File: config.mk
export PLATFORM = sky130hd
export DESIGN_NAME = sapq_cell
export DESIGN_NICKNAME = d
export VERILOG_FILES = /design/src/design/sapq_pkg.sv /design/src/design/sapq_cell.sv
export SDC_FILE = /design/constraint.sdc
export NUM_CORES = 1
export LEC_CHECK = 0
export BUFFER_PORTS_ARGS = -buffer_cell sky130_fd_sc_hd__buf_2
export CAP_MARGIN = 30
export CORE_AREA = 2 2 134 110
export CTS_CLUSTER_SIZE = 25
export DETAILED_ROUTE_END_ITERATION = 6
export DIE_AREA = 0 0 136 112
export GPL_ROUTABILITY_DRIVEN = 1
export GPL_TIMING_DRIVEN = 0
export MAX_ROUTING_LAYER = met4
export PLACE_DENSITY = 0.54
export RECOVER_POWER = 25
export REMOVE_ABC_BUFFERS = 1
export SYNTH_ARGS = -nofsm -noshare
export SYNTH_HDL_FRONTEND = slang
export SYNTH_SLANG_ARGS = --single-unit
File: constraint.sdc
create_clock -name clock -period 3.12 [get_ports clock]
set_input_delay 0.468 -clock clock [delete_from_list [all_inputs] [get_ports clock]]
set_output_delay 0.468 -clock clock [all_outputs]
set_load 0.1 [all_outputs]
File: src/design/sapq_pkg.sv
// ----------------------------------------------------------------------------
// sapq_pkg: shared types and constants of the sorted-array priority queue
// Request kinds, status codes, cell commands and default sizing.
// ----------------------------------------------------------------------------
package sapq_pkg;

   localparam int DEPTH_DEFAULT = 64;
   localparam int VALUE_W       = 32;
   localparam int COUNT_W       = 7;

   typedef enum logic [1:0] {
      KIND_INSERT = 2'd0,
      KIND_DELETE = 2'd1,
      KIND_CLEAR  = 2'd2
   } kind_type;

   typedef enum logic [1:0] {
      ST_OK    = 2'd0,
      ST_FULL  = 2'd1,
      ST_EMPTY = 2'd2
   } status_type;

   typedef enum logic [1:0] {
      OP_HOLD   = 2'd0,
      OP_INSERT = 2'd1,
      OP_DELETE = 2'd2,
      OP_CLEAR  = 2'd3
   } op_type;

   // command broadcast to every cell of the row
   typedef struct packed {
      op_type                    op;
      logic signed [VALUE_W-1:0] value;
   } cmd_type;

endpackage

File: src/design/sapq_cell.sv
// ----------------------------------------------------------------------------
// sapq_cell: one slot of the queue row
// Holds one entry; rank IDX counted from the top. Inserts push smaller or equal entries
// toward higher ranks, deletes pull every entry one rank toward the top.
// ----------------------------------------------------------------------------
module sapq_cell #(
   parameter int DEPTH = sapq_pkg::DEPTH_DEFAULT,
   parameter int IDX   = 0,
   localparam int CNT_W = $clog2(DEPTH + 1)
) (
   input  logic                                clock,
   input  sapq_pkg::cmd_type                   cmd,
   input  logic [CNT_W-1:0]                    count,
   input  logic                                left_gt,
   input  logic signed [sapq_pkg::VALUE_W-1:0] left_value,
   input  logic signed [sapq_pkg::VALUE_W-1:0] right_value,
   output logic                                gt,
   output logic signed [sapq_pkg::VALUE_W-1:0] value,
   output logic signed [sapq_pkg::VALUE_W-1:0] value_next
);

   localparam logic [CNT_W-1:0] RANK = CNT_W'(IDX);

   logic signed [sapq_pkg::VALUE_W-1:0] value_ff;
   logic signed [sapq_pkg::VALUE_W-1:0] value_in;
   logic                                occupied;

   // entry stays put when it outranks the new word
   assign occupied = (RANK < count);
   assign gt       = occupied && (value_ff > cmd.value);

   always_comb begin
      value_in = value_ff;
      case (cmd.op)
         sapq_pkg::OP_INSERT: begin
            if (!gt) begin
               value_in = left_gt ? cmd.value : left_value;
            end
         end
         sapq_pkg::OP_DELETE: begin
            value_in = right_value;
         end
         default: begin
            value_in = value_ff;
         end
      endcase
   end

   always_ff @(posedge clock) begin
      value_ff <= value_in;
   end

   assign value      = value_ff;
   assign value_next = value_in;

endmodule

# After elaboration in Yosys (flattened, before gate mapping)
# Index checks and enable logic that the tools add are counted.
[op_classes] mux=3 eq_ne=2 reduce_logical=1 order_cmp=2
[ops] cell="$mux 32" n=2
[ops] cell="$pmux 32 s2" n=1
[ops] cell="$gt 32x32->1" n=1
[ops] cell="$lt 1x7->1 const A" n=1
[ops] cell="$eq 2x1->1 const B" n=1
[ops] cell="$eq 2x2->1 const B" n=1
[ops] cell="$logic_and 1x1->1" n=1
[totals] elab_cells=9 in_bits=107 reg_bits=32 out_inout_bits=65

# Logic depth before layout (Yosys ltp)
[depth] depth_word=4 depth_mapped=10 ltp_nobuf=8

# Worst setup path after synthesis
# No wires, ideal clock.
[synth_timing] kind="register to output" start="register value_ff (netlist bit value[31])" end="output port gt" stages_incl_launch_ff=8 arrival_time_ns=4.253 t_required_ns=2.652 slack_ns=-1.601 cell_sequence="dfxtp_1 ha_1 nand4_2 or2_1 or3_2 a31o_2 clkbuf_1 a31oi_1"
[synth_between] elab_chain_len=2
[synth_lines] item="start: declaration" line_no="sapq_cell.sv:24" text="logic signed [sapq_pkg::VALUE_W-1:0] value_ff;"
[synth_lines] item="start signal: assignment" line_no="sapq_cell.sv:50" text="value_ff <= value_in;"
[synth_lines] item="$gt 32x32->1" line_no="sapq_cell.sv:30" text="assign gt = occupied && (value_ff > cmd.value);"
[synth_lines] item="$logic_and 1x1->1" line_no="sapq_cell.sv:30"
[synth_lines] item="end: declaration" line_no="sapq_cell.sv:17" text="output logic gt,"
# Every way passes these cells.

# Worst setup path after layout
[layout_timing] start="register value_ff (netlist bit value[23])" end="output port value_next[26] (netlist bit)"
[layout_between] elab_chain_len=4
[layout_lines] item="$gt 32x32->1" line_no="sapq_cell.sv:30"
[layout_lines] item="$logic_and 1x1->1" line_no="sapq_cell.sv:30"
[layout_lines] item="$mux 32" line_no="sapq_cell.sv:36" text="if (!gt) begin"
[layout_lines] item="$pmux 32 s2" line_no="sapq_cell.sv:34" text="case (cmd.op)"
[layout_lines] item="end: declaration" line_no="sapq_cell.sv:19" text="output logic signed [sapq_pkg::VALUE_W-1:0] value_next"
# Every way passes these cells.

==> impl_metrics.py <==
metrics = {
    "outcome": {
        "status": "finished with violations",
        "failed_checks": "setup timing",
    },
    "timing": {
        "final.min_clock_period_ns": 3.45,
        "setup_viol": 33,
        "clock.fmax_mhz": 290,
        "postLayoutSetupSlackWorst_ns": -0.327,
        "final-hold-violation-count": 0,
        "maxSlewViolCount": 0,
        "rsz0062_at_grt": "true",
        "worstMarginPinSlew_ns": 1.19,
        "maxSlewHeadroom_pct": 21.0,
        "finClkSkew_ns": 0.00600,
        "period_share_pct": 110,
    },
    "setup_path": {
        "startpoint": "value[23]$_DFF_P_",
        "critPathLaunchType": "flop",
        "worstSetupPathType": "reg -> out",
        "worstPathCellList": "ha_1, nand4_1, buf_4, nor4_4, a31oi_1, and4_4, buf_12, o41ai_4, o2111ai_2, buf_12",
        "critical_path_required_ns": 2.65,
        "r2r-start": "value[23]$_DFF_P_",
        "reg2regPathDepth": 12,
        "cp_common_cell": "buf_12",
        "slowest_stage": "o41ai_4",
        "reg2reg_slack_ns": 0.26,
        "cp-end-kind": "output port",
        "setup.worst_path.end": "value_next[26]",
        "reg2reg_to": "value[31]$_DFF_P_",
        "arrival_ns": 2.98,
        "cp_max_fo": 20,
        "critical_path.max_stage_delay_ns": 0.36,
    },
    "power": {
        "ir_worst_vdd_mv": 0.352,
        "total_power_uw": 3810,
        "combPwrFrac_pct": 69.9,
        "switchingPower_uw": 2220,
        "power_frac_clock_pct": 14.1,
        "p_sw_share_pct": 58.4,
        "power_frac_seq_pct": 16.0,
        "p_per_area_nw_per_um2": 634,
        "p_leak_uw": 0.00271,
        "internal-power_uw": 1590,
    },
    "cts": {
        "cts_sinks": 32,
        "clockBufferDepth": 2,
        "numCtsBuffers": 5,
        "hold_buffers": 0,
        "clkTransAtPathRegs_ns": 0.06,
        "worstSkewPairLatency_ns": 0.29,
        "ctsHtreeMaxLevel": 2,
        "tritoncts": "built",
        "cts_root_buf": "clkbuf_16",
    },
    "floorplanning": {
        "io_pins": 172,
        "dieArea_um2": 15200,
        "die_w_um": 136,
        "dieHeight_um": 112,
        "start_util_pct": 24.4,
        "core_um2": 14000,
        "rows": 39,
    },
    "final_layout": {
        "nNetsFinal": 722,
        "final_core_util_pct": 43.0,
        "largest_reg_flops": 32,
        "synthToLayoutAreaGrowth_pct": 76.7,
        "drive_above_1_share_pct": 52.1,
        "antenna_cells": 0,
    },
    "synth": {
        "synthCells": 398,
        "ys_types": 41,
        "synthFlopType": "dfxtp_1",
        "ys_warn_count": 0,
        "synth-edff-count": 0,
        "async_reset_ff_share_pct": 0,
        "synth_area_um2": 3400,
        "ys_ff_latch": 32,
        "avgSynthCellArea_um2": 8.54,
        "synth-seq-area-share_pct": 18.9,
    },
    "global_route": {
        "track_usage_pct": 19.4,
        "grt.overflow.total": 0,
        "grt_max_degree": 34,
        "grt_pass1_wl_mm": 22.1,
        "antenna_found_initial": 0,
        "grt_pass1_vias": 4055,
    },
    "route": {
        "vias": 4039,
        "wl_mm": 14.8,
        "ant_nets": 0,
        "detail_route.wl_per_cell_um": 19.4,
        "drc": 0,
        "routed_via_density": 5.27,
        "drt_iter0_drc": 215,
        "firstDrtPassIters": 6,
    },
    "flow_run": {
        "cap_violations": 0,
    },
    "placement": {
        "portBuffers": 171,
        "gp_congestion": 0.734,
        "dp_hpwl_mm": 9.56,
    },
    "worst_hold_path": {
        "min_path_type": "in -> reg",
    },
}
==> layer usage <==
| layer | vias up | wire length (um) | share of wire, % | GRT usage (%) |
|---|---|---|---|---|
| met1 | 1918 | 6600 | 45 | 25.5 |
| met5 | - | 0 | 0 | - |
| met2 | 179 | 7100 | 48 | 31.3 |
| met3 | 14 | 951 | 6.4 | 3.14 |
| li1 | 1928 | - | - | - |
| met4 | 0 | 175 | 1.2 | 4.51 |
==> worst min-delay path by stage <==
stage                 startpoint                 to  slack (ns)  cells past startpoint
3_5_place_dp    value[9]$_DFF_P_   value[9]$_DFF_P_        0.55                      2
6_report          right_value[9]   value[9]$_DFF_P_        0.41                      3
2_1_floorplan  value[16]$_DFF_P_          value[16]        1.09                      0
4_1_cts           right_value[6]   value[6]$_DFF_P_        0.41                      3
5_1_grt           right_value[9]   value[9]$_DFF_P_        0.42                      3
3_3_place_gp   value[11]$_DFF_P_  value[11]$_DFF_P_        0.55                      2
==> critical path: cells and delay by family (launching register included) <==
kind                       cells  cell delay [ns]
AOI/OAI and AO/OA              3             0.78
and+or+nand+nor                3             0.63
buffers and inverters          3             0.58
DFF                            1             0.34
adders and majority gates      1             0.34
==> power groups by stage <==
| stage | clock, uW | combinational (uW) | sequential (uW) |
|---|---|---|---|
| 5_1_grt | 571 | 2760 | 622 |
| 6_report | 538 | 2660 | 609 |
| 3_5_place_dp | 0 | 2150 | 588 |
| 3_3_place_gp | 0 | 2090 | 587 |
| 4_1_cts | 557 | 2530 | 598 |
| 2_1_floorplan | 0 | 1090 | 1170 |
==> cells in the final DEF (no fill, tap or decap), drive strengths merged, types with 3 or more instances in the layout <==
cell type  instances
nand3             34
a21oi             14
dfxtp             32
buf              196
mux2i             32
o2111ai           32
inv               34
o41ai             32
ha                34
o21ai              4
nor2               4
nand2             42
nand4              6
nor4               3
clkbuf            22
nor3              32
==> repair_timing <==
item / CTS / global route
pin swaps: 41 / 39
resized for setup: 157 / 45
cloned: 4 / 0
setup buffers: 27 / 3
setup endpoints to repair: 33 / 33
==> cells by family (layout without fill, tap and decap cells) <==
group | Yosys count | in the layout | synth area share (%)
fa+ha+maj | 34 | 34 | 12.5
buf+inv | 73 | 256 | 10.8
simple gates | 130 | 131 | 18.7
mux | 32 | 32 | 9.43
compound gates | 97 | 97 | 29.7
flops | 32 | 32 | 18.9
==> cell type report <==
class,count,area [um2]
clock buffer,6,139
sequential,32,656
multi-input combinational,294,3070
clock inverter,2,10.0
timing repair buffer,213,1760
inverter,35,135
fill,1376,7950
tap,184,230
==> stage by stage <==
step | setup TNS (ns) | cell area, um2 | setup slack (ns) | hold WS, ns | std cells
final | -9.46 | 6000 | -0.327 | 0.409 | 766
after global routing | -14.51 | 6000 | -0.497 | 0.420 | 766
after CTS | -10.19 | 5710 | -0.383 | 0.415 | 763
after detailed placement | -37.98 | 4480 | -1.05 | 0.553 | 724
after global placement | -180.71 | 4250 | -3.32 | 0.547 | 715
after floorplan | -156.03 | 3160 | -2.62 | 1.09 | 360
==> synth_stat cells (3+ instances only) <==
cell type  number  share of area (%)
nor2_1          3               0.33
buf_12          3                1.8
ha_1           34                 13
buf_6           4                1.3
buf_4           3               0.66
o2111ai_1      32                8.2
mux2i_1        32                9.4
nand3_1        34                5.0
nor4_1          3               0.55
o21ai_0         4               0.59
inv_1          35                3.9
buf_2           3               0.44
nand4_1         5               0.92
nand2_1        42                4.6
dfxtp_1        32                 19
o41ai_2        30                 14
nor3_1         32                4.7
a21oi_1        14                2.1
clkbuf_1       23                2.5
Power figures use the tool's default switching activity.
